**src/rtl/peak_envelope_noise_gate_top_assert.svh**
```systemverilog
// ----------------------------------------------------------------------------
// Assertion macros for the peak envelope noise gate
// Clocked assertion helpers used by the controller of the block.
// ----------------------------------------------------------------------------
`ifndef PEAK_ENVELOPE_NOISE_GATE_TOP_ASSERT_SVH
`define PEAK_ENVELOPE_NOISE_GATE_TOP_ASSERT_SVH

// Checks a property on every rising edge of clk while reset is released.
`define PEGATE_ASSERT(label, prop, msg) \
    label: assert property (@(posedge clk) disable iff (!rst_n) prop) \
        else $error(msg);

// Same-cycle implication.
`define PEGATE_ASSERT_IMPL(label, cond, cons, msg) \
    `PEGATE_ASSERT(label, (cond) |-> (cons), msg)

// Next-cycle implication.
`define PEGATE_ASSERT_NEXT(label, cond, cons, msg) \
    `PEGATE_ASSERT(label, (cond) |=> (cons), msg)

`endif

```
**src/rtl/pegate_pkg.sv**
```systemverilog
// ----------------------------------------------------------------------------
// Peak envelope noise gate package
// Widths, register indexes, reset values and shared types of the block.
// ----------------------------------------------------------------------------
`timescale 1ns / 1ps

package pegate_pkg;

    localparam int SAMPLE_BITS   = 24;
    localparam int COEF_BITS     = 24;
    localparam int CHAN_BITS     = 1;
    localparam int CFG_IDX_BITS  = 2;
    localparam int CFG_DATA_BITS = 24;
    localparam int CHANNELS_DEF  = 2;

    // Gain is Q1.COEF_BITS, unity is 2^COEF_BITS.
    localparam int GAIN_BITS = COEF_BITS + 1;
    localparam logic [GAIN_BITS-1:0] UNITY = {1'b1, {COEF_BITS{1'b0}}};

    // Shared multiplier: signed A (sample or zero-extended coefficient),
    // signed B (zero-extended envelope, gain operand or gain step).
    localparam int MUL_A_BITS = SAMPLE_BITS + 1;
    localparam int MUL_B_BITS = GAIN_BITS + 1;
    localparam int PROD_BITS  = MUL_A_BITS + MUL_B_BITS;

    localparam logic [COEF_BITS-1:0]   ENV_REL_RST   = COEF_BITS'(16770227);
    localparam logic [COEF_BITS-1:0]   GAIN_ATT_RST  = COEF_BITS'(16603360);
    localparam logic [COEF_BITS-1:0]   GAIN_REL_RST  = COEF_BITS'(16770227);
    localparam logic [SAMPLE_BITS-1:0] THRESHOLD_RST = SAMPLE_BITS'(83886);

    typedef enum logic [CFG_IDX_BITS-1:0] {
        REG_ENV_RELEASE  = 2'd0,
        REG_GAIN_ATTACK  = 2'd1,
        REG_GAIN_RELEASE = 2'd2,
        REG_THRESHOLD    = 2'd3
    } cfg_index_t;

    typedef struct packed {
        logic [COEF_BITS-1:0]   env_release_coef;
        logic [COEF_BITS-1:0]   gain_attack_coef;
        logic [COEF_BITS-1:0]   gain_release_coef;
        logic [SAMPLE_BITS-1:0] open_threshold;
    } pegate_cfg_t;

    typedef enum logic [2:0] {
        ST_IDLE,
        ST_ENV,
        ST_GAIN,
        ST_OUTM,
        ST_FIN
    } ctrl_state_t;

    // Commands from the controller to the datapath.
    typedef struct packed {
        logic latch;     // capture the input item
        logic env_mul;   // envelope times its decay
        logic gain_mul;  // envelope update, gate decision, gain smoothing
        logic out_mul;   // gain update, sample times gain step
        logic finish;    // load the result register
    } pegate_cmd_t;

endpackage

```
**src/rtl/pegate_if.sv**
```systemverilog
// ----------------------------------------------------------------------------
// Peak envelope noise gate channels
// Valid/ready interfaces for input items, result items and register writes.
// ----------------------------------------------------------------------------
`timescale 1ns / 1ps

interface pegate_in_if import pegate_pkg::*; ();
    logic                          valid;
    logic                          ready;
    logic signed [SAMPLE_BITS-1:0] sample_in;
    logic [CHAN_BITS-1:0]          chan_in;

    modport source (output valid, output sample_in, output chan_in, input ready);
    modport sink (input valid, input sample_in, input chan_in, output ready);
endinterface

interface pegate_out_if import pegate_pkg::*; ();
    logic                          valid;
    logic                          ready;
    logic signed [SAMPLE_BITS-1:0] sample_out;
    logic [CHAN_BITS-1:0]          chan_out;
    logic                          gate_open;

    modport source (output valid, output sample_out, output chan_out,
                    output gate_open, input ready);
    modport sink (input valid, input sample_out, input chan_out,
                  input gate_open, output ready);
endinterface

interface pegate_cfg_if import pegate_pkg::*; ();
    logic                     valid;
    logic                     ready;
    logic [CFG_IDX_BITS-1:0]  index;
    logic [CFG_DATA_BITS-1:0] data;

    modport source (output valid, output index, output data, input ready);
    modport sink (input valid, input index, input data, output ready);
endinterface

```
**src/rtl/pegate_regs.sv**
```systemverilog
// ----------------------------------------------------------------------------
// Peak envelope noise gate configuration registers
// Decodes register writes and holds the coefficients and the threshold.
// ----------------------------------------------------------------------------
`timescale 1ns / 1ps

module pegate_regs import pegate_pkg::*;
(
    input  logic        clk,
    input  logic        rst_n,
    pegate_cfg_if.sink  cfg,
    output pegate_cfg_t regs
);

    pegate_cfg_t regs_reg;

    // Writes are always taken at once.
    assign cfg.ready = 1'b1;
    assign regs      = regs_reg;

    always_ff @(posedge clk or negedge rst_n)
    begin
        if (!rst_n)
        begin
            regs_reg.env_release_coef  <= ENV_REL_RST;
            regs_reg.gain_attack_coef  <= GAIN_ATT_RST;
            regs_reg.gain_release_coef <= GAIN_REL_RST;
            regs_reg.open_threshold    <= THRESHOLD_RST;
        end
        else if (cfg.valid)
        begin
            unique case (cfg_index_t'(cfg.index))
                REG_ENV_RELEASE:  regs_reg.env_release_coef  <= COEF_BITS'(cfg.data);
                REG_GAIN_ATTACK:  regs_reg.gain_attack_coef  <= COEF_BITS'(cfg.data);
                REG_GAIN_RELEASE: regs_reg.gain_release_coef <= COEF_BITS'(cfg.data);
                REG_THRESHOLD:    regs_reg.open_threshold    <= SAMPLE_BITS'(cfg.data);
                default:          regs_reg                   <= regs_reg;
            endcase
        end
    end

endmodule

```
**src/rtl/pegate_dp.sv**
```systemverilog
// ----------------------------------------------------------------------------
// Peak envelope noise gate datapath
// Per-channel state, one shared multiplier and the result register.
// ----------------------------------------------------------------------------
`timescale 1ns / 1ps

module pegate_dp import pegate_pkg::*;
#(
    parameter int CHANNELS = CHANNELS_DEF
)
(
    input  logic                          clk,
    input  logic                          rst_n,
    input  pegate_cmd_t                   cmd,
    input  pegate_cfg_t                   regs,
    input  logic signed [SAMPLE_BITS-1:0] sample_in,
    input  logic [CHAN_BITS-1:0]          chan_in,
    output logic signed [SAMPLE_BITS-1:0] sample_out,
    output logic [CHAN_BITS-1:0]          chan_out,
    output logic                          gate_open
);

    logic [SAMPLE_BITS-1:0] env_reg  [CHANNELS];
    logic [GAIN_BITS-1:0]   gain_reg [CHANNELS];

    logic signed [SAMPLE_BITS-1:0] sample_reg;
    logic [CHAN_BITS-1:0]          chan_reg;
    logic                          open_reg;
    logic signed [PROD_BITS-1:0]   prod_reg;

    logic signed [SAMPLE_BITS-1:0] sample_out_reg;
    logic [CHAN_BITS-1:0]          chan_out_reg;
    logic                          gate_open_reg;

    logic                          chan_ok;
    logic [SAMPLE_BITS-1:0]        env_sel;
    logic [GAIN_BITS-1:0]          gain_sel;
    logic [SAMPLE_BITS-1:0]        mag;
    logic [SAMPLE_BITS-1:0]        env_dec;
    logic [SAMPLE_BITS-1:0]        env_new;
    logic                          open_now;
    logic [GAIN_BITS-1:0]          gain_cur;
    logic [COEF_BITS-1:0]          coef;
    logic [GAIN_BITS-1:0]          gain_opnd;
    logic [COEF_BITS-1:0]          step;
    logic [GAIN_BITS-1:0]          gain_new;
    logic signed [MUL_A_BITS-1:0]  mul_a;
    logic signed [MUL_B_BITS-1:0]  mul_b;
    logic signed [PROD_BITS-1:0]   mul_p;
    logic signed [PROD_BITS-1:0]   sample_scaled;
    logic signed [PROD_BITS-1:0]   y_full;

    assign chan_ok = (int'(chan_reg) < CHANNELS);

    always_comb
    begin
        env_sel  = '0;
        gain_sel = UNITY;
        for (int c = 0; c < CHANNELS; c++)
        begin
            if (int'(chan_reg) == c)
            begin
                env_sel  = env_reg[c];
                gain_sel = gain_reg[c];
            end
        end
    end

    // The magnitude of the most negative sample wraps to itself, which reads
    // correctly as an unsigned value.
    assign mag = sample_reg[SAMPLE_BITS-1] ? SAMPLE_BITS'(-sample_reg)
                                           : SAMPLE_BITS'(sample_reg);

    // Envelope and gate decision, valid while the gain product is formed.
    assign env_dec  = prod_reg[COEF_BITS +: SAMPLE_BITS];
    assign env_new  = (mag > env_dec) ? mag : env_dec;
    assign open_now = (env_new >= regs.open_threshold);
    assign gain_cur = gain_sel[GAIN_BITS-1] ? UNITY : gain_sel;
    assign coef     = (open_now && (gain_cur < UNITY)) ? regs.gain_attack_coef
                                                       : regs.gain_release_coef;
    // Opening moves the distance to unity, closing moves the gain itself.
    assign gain_opnd = open_now ? (UNITY - gain_cur) : gain_cur;

    // Gain step after smoothing; below unity, so it fits COEF_BITS.
    assign step     = prod_reg[COEF_BITS +: COEF_BITS];
    assign gain_new = open_reg ? (UNITY - {1'b0, step}) : {1'b0, step};

    always_comb
    begin
        mul_a = '0;
        mul_b = '0;
        if (cmd.env_mul)
        begin
            mul_a = MUL_A_BITS'({1'b0, regs.env_release_coef});
            mul_b = MUL_B_BITS'({1'b0, env_sel});
        end
        else if (cmd.gain_mul)
        begin
            mul_a = MUL_A_BITS'({1'b0, coef});
            mul_b = MUL_B_BITS'({1'b0, gain_opnd});
        end
        else if (cmd.out_mul)
        begin
            mul_a = MUL_A_BITS'(sample_reg);
            mul_b = MUL_B_BITS'({1'b0, step});
        end
    end

    assign mul_p = mul_a * mul_b;

    // An open gate multiplies by unity minus the step: s*U - s*step.
    assign sample_scaled = PROD_BITS'(sample_reg) <<< COEF_BITS;
    assign y_full        = open_reg ? (sample_scaled - prod_reg) : prod_reg;

    always_ff @(posedge clk or negedge rst_n)
    begin
        if (!rst_n)
        begin
            for (int c = 0; c < CHANNELS; c++)
            begin
                env_reg[c]  <= '0;
                gain_reg[c] <= UNITY;
            end
        end
        else
        begin
            for (int c = 0; c < CHANNELS; c++)
            begin
                if (chan_ok && (int'(chan_reg) == c))
                begin
                    if (cmd.gain_mul)
                    begin
                        env_reg[c] <= env_new;
                    end
                    if (cmd.out_mul)
                    begin
                        gain_reg[c] <= gain_new;
                    end
                end
            end
        end
    end

    always_ff @(posedge clk)
    begin
        if (cmd.latch)
        begin
            sample_reg <= sample_in;
            chan_reg   <= chan_in;
        end
        if (cmd.env_mul || cmd.gain_mul || cmd.out_mul)
        begin
            prod_reg <= mul_p;
        end
        if (cmd.gain_mul)
        begin
            open_reg <= open_now && chan_ok;
        end
        if (cmd.finish)
        begin
            sample_out_reg <= chan_ok ? y_full[COEF_BITS +: SAMPLE_BITS] : sample_reg;
            chan_out_reg   <= chan_reg;
            gate_open_reg  <= open_reg;
        end
    end

    assign sample_out = sample_out_reg;
    assign chan_out   = chan_out_reg;
    assign gate_open  = gate_open_reg;

endmodule

```
**src/rtl/pegate_ctrl.sv**
```systemverilog
// ----------------------------------------------------------------------------
// Peak envelope noise gate controller
// Sequences the shared multiplier and owns both handshakes.
// ----------------------------------------------------------------------------
`timescale 1ns / 1ps

`include "peak_envelope_noise_gate_top_assert.svh"

module pegate_ctrl import pegate_pkg::*;
(
    input  logic        clk,
    input  logic        rst_n,
    input  logic        in_valid,
    output logic        in_ready,
    output logic        out_valid,
    input  logic        out_ready,
    output pegate_cmd_t cmd
);

    ctrl_state_t state_reg;
    ctrl_state_t state_next;
    logic        out_valid_reg;
    logic        out_valid_next;
    logic        out_free;
    logic        in_fire;

    // The result register can take a new item when empty or being emptied.
    assign out_free = !out_valid_reg || out_ready;
    assign in_ready = (state_reg == ST_IDLE) || ((state_reg == ST_FIN) && out_free);
    assign in_fire  = in_valid && in_ready;

    always_comb
    begin
        state_next = state_reg;
        unique case (state_reg)
            ST_IDLE: if (in_fire) state_next = ST_ENV;
            ST_ENV:  state_next = ST_GAIN;
            ST_GAIN: state_next = ST_OUTM;
            ST_OUTM: state_next = ST_FIN;
            ST_FIN:
            begin
                if (out_free)
                begin
                    state_next = in_fire ? ST_ENV : ST_IDLE;
                end
            end
            default: state_next = ST_IDLE;
        endcase
    end

    always_comb
    begin
        cmd            = '0;
        cmd.latch      = in_fire;
        out_valid_next = out_valid_reg && !out_ready;
        unique case (state_reg)
            ST_IDLE: ;
            ST_ENV:  cmd.env_mul  = 1'b1;
            ST_GAIN: cmd.gain_mul = 1'b1;
            ST_OUTM: cmd.out_mul  = 1'b1;
            ST_FIN:
            begin
                if (out_free)
                begin
                    cmd.finish     = 1'b1;
                    out_valid_next = 1'b1;
                end
            end
            default: ;
        endcase
    end

    always_ff @(posedge clk or negedge rst_n)
    begin
        if (!rst_n)
        begin
            state_reg     <= ST_IDLE;
            out_valid_reg <= 1'b0;
        end
        else
        begin
            state_reg     <= state_next;
            out_valid_reg <= out_valid_next;
        end
    end

    assign out_valid = out_valid_reg;

    `PEGATE_ASSERT_NEXT(a_accept_starts_env, in_fire, state_reg == ST_ENV, "accepted item did not start the envelope step")
    `PEGATE_ASSERT_NEXT(a_finish_shows_result, (state_reg == ST_FIN) && out_free, out_valid_reg, "finished item not shown as a result")
    `PEGATE_ASSERT_IMPL(a_result_from_finish, $rose(out_valid_reg), $past(state_reg == ST_FIN), "result appeared without a finish step")

endmodule

```
**src/rtl/peak_envelope_noise_gate_top.sv**
```systemverilog
// Items are handled one at a time: the single shared multiplier runs
// envelope decay, gain smoothing and output scaling in turn, then the result
// register loads while the next item is taken in that same cycle; both wait
// while the result register still holds an item that is not taken.
// Reset: registers take their defaults, every envelope clears to zero and
// every gain returns to unity at once; items are taken right after reset.
// ----------------------------------------------------------------------------
// Peak envelope noise gate
// Per-channel gate with a decaying peak envelope and a smoothed gate gain.
// ----------------------------------------------------------------------------
`timescale 1ns / 1ps

module peak_envelope_noise_gate_top import pegate_pkg::*;
#(
    // Number of channels with their own envelope and gain state.
    parameter int CHANNELS = CHANNELS_DEF
)
(
    input  logic         clk,
    input  logic         rst_n,
    pegate_in_if.sink    item,
    pegate_out_if.source result,
    pegate_cfg_if.sink   cfg
);

    // Each item moves through four steps:
    //   envelope step: old envelope times its decay coefficient.
    //   gain step:     the new envelope is the larger of the decayed value and
    //                  the sample magnitude; the gate opens when it reaches the
    //                  threshold, and the gain (or its distance to unity) is
    //                  multiplied by the attack or release coefficient.
    //   output step:   the new gain is stored and the sample is multiplied by
    //                  the smoothing step.
    //   finish step:   the gated sample is formed, floored, and loaded into the
    //                  result register, which holds it until it is taken.
    // An item whose channel has no state passes through unchanged with the
    // gate shown closed, and leaves every channel's state alone.

    pegate_cfg_t regs;
    pegate_cmd_t cmd;

    pegate_regs u_regs (
        .clk   (clk),
        .rst_n (rst_n),
        .cfg   (cfg),
        .regs  (regs)
    );

    pegate_ctrl u_ctrl (
        .clk       (clk),
        .rst_n     (rst_n),
        .in_valid  (item.valid),
        .in_ready  (item.ready),
        .out_valid (result.valid),
        .out_ready (result.ready),
        .cmd       (cmd)
    );

    pegate_dp #(
        .CHANNELS (CHANNELS)
    ) u_dp (
        .clk        (clk),
        .rst_n      (rst_n),
        .cmd        (cmd),
        .regs       (regs),
        .sample_in  (item.sample_in),
        .chan_in    (item.chan_in),
        .sample_out (result.sample_out),
        .chan_out   (result.chan_out),
        .gate_open  (result.gate_open)
    );

endmodule

```
**src/flat_wrapper.sv**
```systemverilog
// flat-port wrapper written by rule: the top's interface ports become plain ports
module peak_envelope_noise_gate_top_flat import pegate_pkg::*;
#(
                                                                 
    parameter int CHANNELS = CHANNELS_DEF
)
  (clk, rst_n, item_valid, item_sample_in, item_chan_in, item_ready, result_valid, result_sample_out, result_chan_out, result_gate_open, result_ready, cfg_valid, cfg_index, cfg_data, cfg_ready);
  pegate_in_if item_i ();
  pegate_out_if result_i ();
  pegate_cfg_if cfg_i ();
  input  logic clk;
  input  logic rst_n;
  input wire logic [$bits(item_i.valid)-1:0] item_valid;
  input wire logic [$bits(item_i.sample_in)-1:0] item_sample_in;
  input wire logic [$bits(item_i.chan_in)-1:0] item_chan_in;
  output wire logic [$bits(item_i.ready)-1:0] item_ready;
  output wire logic [$bits(result_i.valid)-1:0] result_valid;
  output wire logic [$bits(result_i.sample_out)-1:0] result_sample_out;
  output wire logic [$bits(result_i.chan_out)-1:0] result_chan_out;
  output wire logic [$bits(result_i.gate_open)-1:0] result_gate_open;
  input wire logic [$bits(result_i.ready)-1:0] result_ready;
  input wire logic [$bits(cfg_i.valid)-1:0] cfg_valid;
  input wire logic [$bits(cfg_i.index)-1:0] cfg_index;
  input wire logic [$bits(cfg_i.data)-1:0] cfg_data;
  output wire logic [$bits(cfg_i.ready)-1:0] cfg_ready;
  assign item_i.valid = item_valid;
  assign item_i.sample_in = item_sample_in;
  assign item_i.chan_in = item_chan_in;
  assign item_ready = item_i.ready;
  assign result_valid = result_i.valid;
  assign result_sample_out = result_i.sample_out;
  assign result_chan_out = result_i.chan_out;
  assign result_gate_open = result_i.gate_open;
  assign result_i.ready = result_ready;
  assign cfg_i.valid = cfg_valid;
  assign cfg_i.index = cfg_index;
  assign cfg_i.data = cfg_data;
  assign cfg_ready = cfg_i.ready;
  peak_envelope_noise_gate_top #(.CHANNELS(CHANNELS)) u_core (.clk(clk), .rst_n(rst_n), .item(item_i), .result(result_i), .cfg(cfg_i));
endmodule
```
**config.mk**
```make
export PLATFORM = sky130hd
export DESIGN_NAME = peak_envelope_noise_gate_top_flat
export DESIGN_NICKNAME = d
export VERILOG_FILES = /design/src/rtl/pegate_pkg.sv /design/src/rtl/pegate_if.sv /design/src/rtl/pegate_regs.sv /design/src/rtl/pegate_dp.sv /design/src/rtl/pegate_ctrl.sv /design/src/rtl/peak_envelope_noise_gate_top.sv /design/src/flat_wrapper.sv
export VERILOG_INCLUDE_DIRS = /design/src /design/src/rtl
export SDC_FILE = /design/constraint.sdc
export NUM_CORES = 2
export LEC_CHECK = 0
export BUFFER_PORTS_ARGS = -buffer_cell sky130_fd_sc_hd__buf_2
export CORE_UTILIZATION = 65
export DETAILED_ROUTE_END_ITERATION = 6
export PLACE_DENSITY_LB_ADDON = 0.3
export RECOVER_POWER = 50
export SETUP_SLACK_MARGIN = 0.05
export SLEW_MARGIN = 15
export SYNTH_ARGS = -nofsm -noshare
export SYNTH_HDL_FRONTEND = slang
export SYNTH_SLANG_ARGS = --single-unit
```
**constraint.sdc**
```tcl
create_clock -name clk -period 15.45 [get_ports clk]
set_input_delay 2.3175 -clock clk [delete_from_list [all_inputs] [get_ports clk]]
set_output_delay 2.3175 -clock clk [all_outputs]
set_load 0.02 [all_outputs]
```
==> summary.md <==
| Metric | Value |
|---|---|
| Number of port buffers | 83 |
| Net count, final | 4905 |
| Total die area | 58100 µm² |
| Starting Density | 65.9% |
| Final Skew | 0.0272 ns |
| Antenna violations before repair | 1 |
| Data required, critical path | 15.75 ns |
| Hold depth | 2 |
| Setup ws final | 0.735 ns |
| Clk sinks | 298 |
| Grt total ovfl | 0 |
| CP Max Fanout | 15 |
| Async set-reset flop share out of synthesis | 66.4% |
| Ranking of synthesized cells by area | fa_1, dfrtp_1, ha_1 |
| Clock root cell | clkbuf_16 |
| Post-synth cell types | 86 |
| FP Rows | 87 |
| Violated checks | DRC, capacitance limit, slew limit |
| Vias in the first global route | 30.6k |
| Syn-to-layout area delta | 7.44% |
| Wire length of the first global-routing pass | 176 mm |
| H-tree depth | 2 |
| Delay-heaviest family, CP | adder cells |
| Final hold vios | 0 |
| Most used cell, CP | fa_1 |
| Total routed wirelength | 113 mm |
| Outcome | complete, but fails checks |
| Reg area | 8030 µm² |
| DP HPWL | 87.3 mm |
| Post-synth EDFFs | 100 |
| Yosys warns | 0 |
| Fmax | 68.0 MHz |
| CP Class | reg -> reg |
| RSZ-0062 raised after global routing | false |
| TritonCTS buffer count | 35 |
| Detailed-route vias per instance | 6.22 |
| Final ANT Viol Nets | 0 |
| Rel. slew slack | -150% |
| DR iter-0 viols | 3180 |
| Post-Layout Cell Count | 4842 |
| Dominant cell type by area after synthesis | fa_1 |
| Fin crit period | 14.71 ns |
| WP buf/inv | 7 |
| Avg Inst Size Synth | 9.25 µm² |
| Actual slew at the worst max-slew pin | 3.74 ns |
| Crit path depth | 54 |
| Finish-stage setup viols | 0 |
| Post-Synthesis Cell Area | 37100 µm² |
| WP data arrival | 15.01 ns |
| Tightest Hold Check Type | reg -> reg |
| Crit-path max cell delay | 0.59 ns |
| Placed insts | 4771 |
| Gate Count Post-Synth | 4017 |
| Mapped Nets | 4864 |
| Yosys reg bits | 298 |
| Largest register FFs | 96 |
| Clk buf depth | 3 |
| Slowest cell on crit path | or4_1 |
| I/O pin cnt | 85 |
| Layout cells sized above 1 | 11.7% |
| Wirelength per Cell | 23.4 µm |
| Die Span X | 241 µm |
| Slew Viols, Final | 532 |
| Register area share after synthesis | 21.6% |
| DRT Pass-1 Iters | 7 |
| TritonCTS clock tree | done |
| Setup TNS Final | 0 ns |
| Yosys top cell area share | 28.4% |
| Largest net degree at the start of global routing | 69 |
| Via count | 30.1k |
| Clock slew at reported path FFs | 0.06 ns |
| # fillers | 4455 |
| Crit end category | flop |
| Startpoint Class | flop |
| Reg2reg path depth | 54 |
| Clock latency on the worst-skew pair | 0.57 ns |
| DRC | 3 |
| Final worst path period share | 95.2% |
| Placement Setup Slack | 0.517 ns |
| Die H | 241 µm |
| Maximum Capacitance Violations | 14 |
| Multi-input gate area | 25800 µm² |
| Gp weighted congestion | 1.01 |
| Top_reg_cell synth | dfrtp_1 |
| Tot GR Track Use | 40.8% |
| Core area | 56400 µm² |
==> synth_stat cells (46+ instances only) <==
cell type  number
dfrtp_1       139
o21ai_0       112
ha_1          265
clkbuf_1      168
edfxtp_1      100
inv_1         690
mux2_2        114
o211ai_1       49
nor2_1        456
o311ai_0       46
mux2i_1        66
nand2_1       466
fa_1          526
dfstp_2        59
xnor2_1        88
a21oi_1       125
==> per-layer routing <==
metal / routed length, µm / GRT usage, %
met5: 0 / 0
met4: 7580 / 23.1
met3: 13900 / 11.5
met2: 49000 / 61.4
met1: 42700 / 53.2
==> cell families (layout without fill, tap and decap cells) <==
kind of cell | count (synthesis) | in the layout | share of synthesized area, %
and+or+nand+nor | 1163 | 1163 | 13.4
buffers and inverters | 899 | 967 | 9.27
adders and majority gates | 791 | 791 | 37.3
AOI/OAI and AO/OA | 564 | 564 | 10.3
DFF | 298 | 298 | 21.6
muxes | 182 | 182 | 5.31
xor gates and xnor gates | 119 | 119 | 2.81
other | 1 | 2 | 0.0101
==> what timing repair did <==
item                                    4_1_cts  5_1_grt
hold buffers                                  0        0
buffers inserted                              0        6
endpoints found under the setup margin        0       16
resized for setup                             0       17
==> final timing paths <==
path	from	to	slack (ns)
worst max-delay path	u_core.u_dp.sample_reg[7]$_DFFE_PP_	u_core.u_dp.prod_reg[45]$_DFFE_PP_	0.74
worst min-delay path	u_core.u_dp.gain_reg[16]$_DFFE_PN0P_	u_core.u_dp.gain_reg[16]$_DFFE_PN0P_	0.48
worst max register to register	u_core.u_dp.sample_reg[7]$_DFFE_PP_	u_core.u_dp.prod_reg[45]$_DFFE_PP_	0.74
worst min register to register	u_core.u_dp.gain_reg[16]$_DFFE_PN0P_	u_core.u_dp.gain_reg[16]$_DFFE_PN0P_	0.48
max in group asynchronous	rst_n	u_core.u_regs.regs[78]$_DFFE_PN0P_	7.40
min in group asynchronous	rst_n	u_core.u_dp.env_reg[28]$_DFFE_PN0P_	3.05
==> tightest hold or removal path: stages, from the launching register on <==
cell,delay (ns)
dfrtp_1,0.34
nand2_1,0.05
o21ai_0,0.06
==> cells in the final DEF (no fill, tap or decap), types with 24 or more instances in the layout <==
master,Yosys,layout
a21o_1,35,34
inv_1,690,690
mux2i_1,66,66
edfxtp_1,100,100
mux2_2,114,114
dfrtp_1,139,139
buf_4,2,109
fa_1,526,526
nor2_1,456,452
o311ai_0,46,45
o21ai_0,112,109
ha_1,265,265
xor2_1,31,31
o211ai_1,49,49
buf_2,14,78
clkbuf_16,0,36
nand2_1,466,464
a21oi_1,125,124
nand2b_1,43,43
nand3_1,24,24
nand4_1,27,27
clkbuf_1,168,27
dfstp_2,59,59
xnor2_1,88,88
==> stage by stage <==
step / cell area, µm² / hold WS, ns / utilization (%)
global placement: 38700 / 0.463 / 68.7
finish: 39900 / 0.481 / 70.8
global route: 39900 / 0.514 / 70.8
floorplan: 37100 / 0.444 / -
CTS: 39900 / 0.483 / 70.7
detailed placement: 38700 / 0.471 / 68.7
==> cell type report <==
type                       count  share of cell area, %
tap                          756                   2.37
sequential                   298                   20.1
antenna                        1                0.00627
clock inverter                14                  0.342
inverter                     695                   6.54
timing repair buffer         208                   3.35
multi-input combinational   2820                   64.8
clock buffer                  50                   2.51
Power is left out: the tool's default activity adds up to more than one toggle a clock period on the data nets, which glitch-free logic cannot reach.
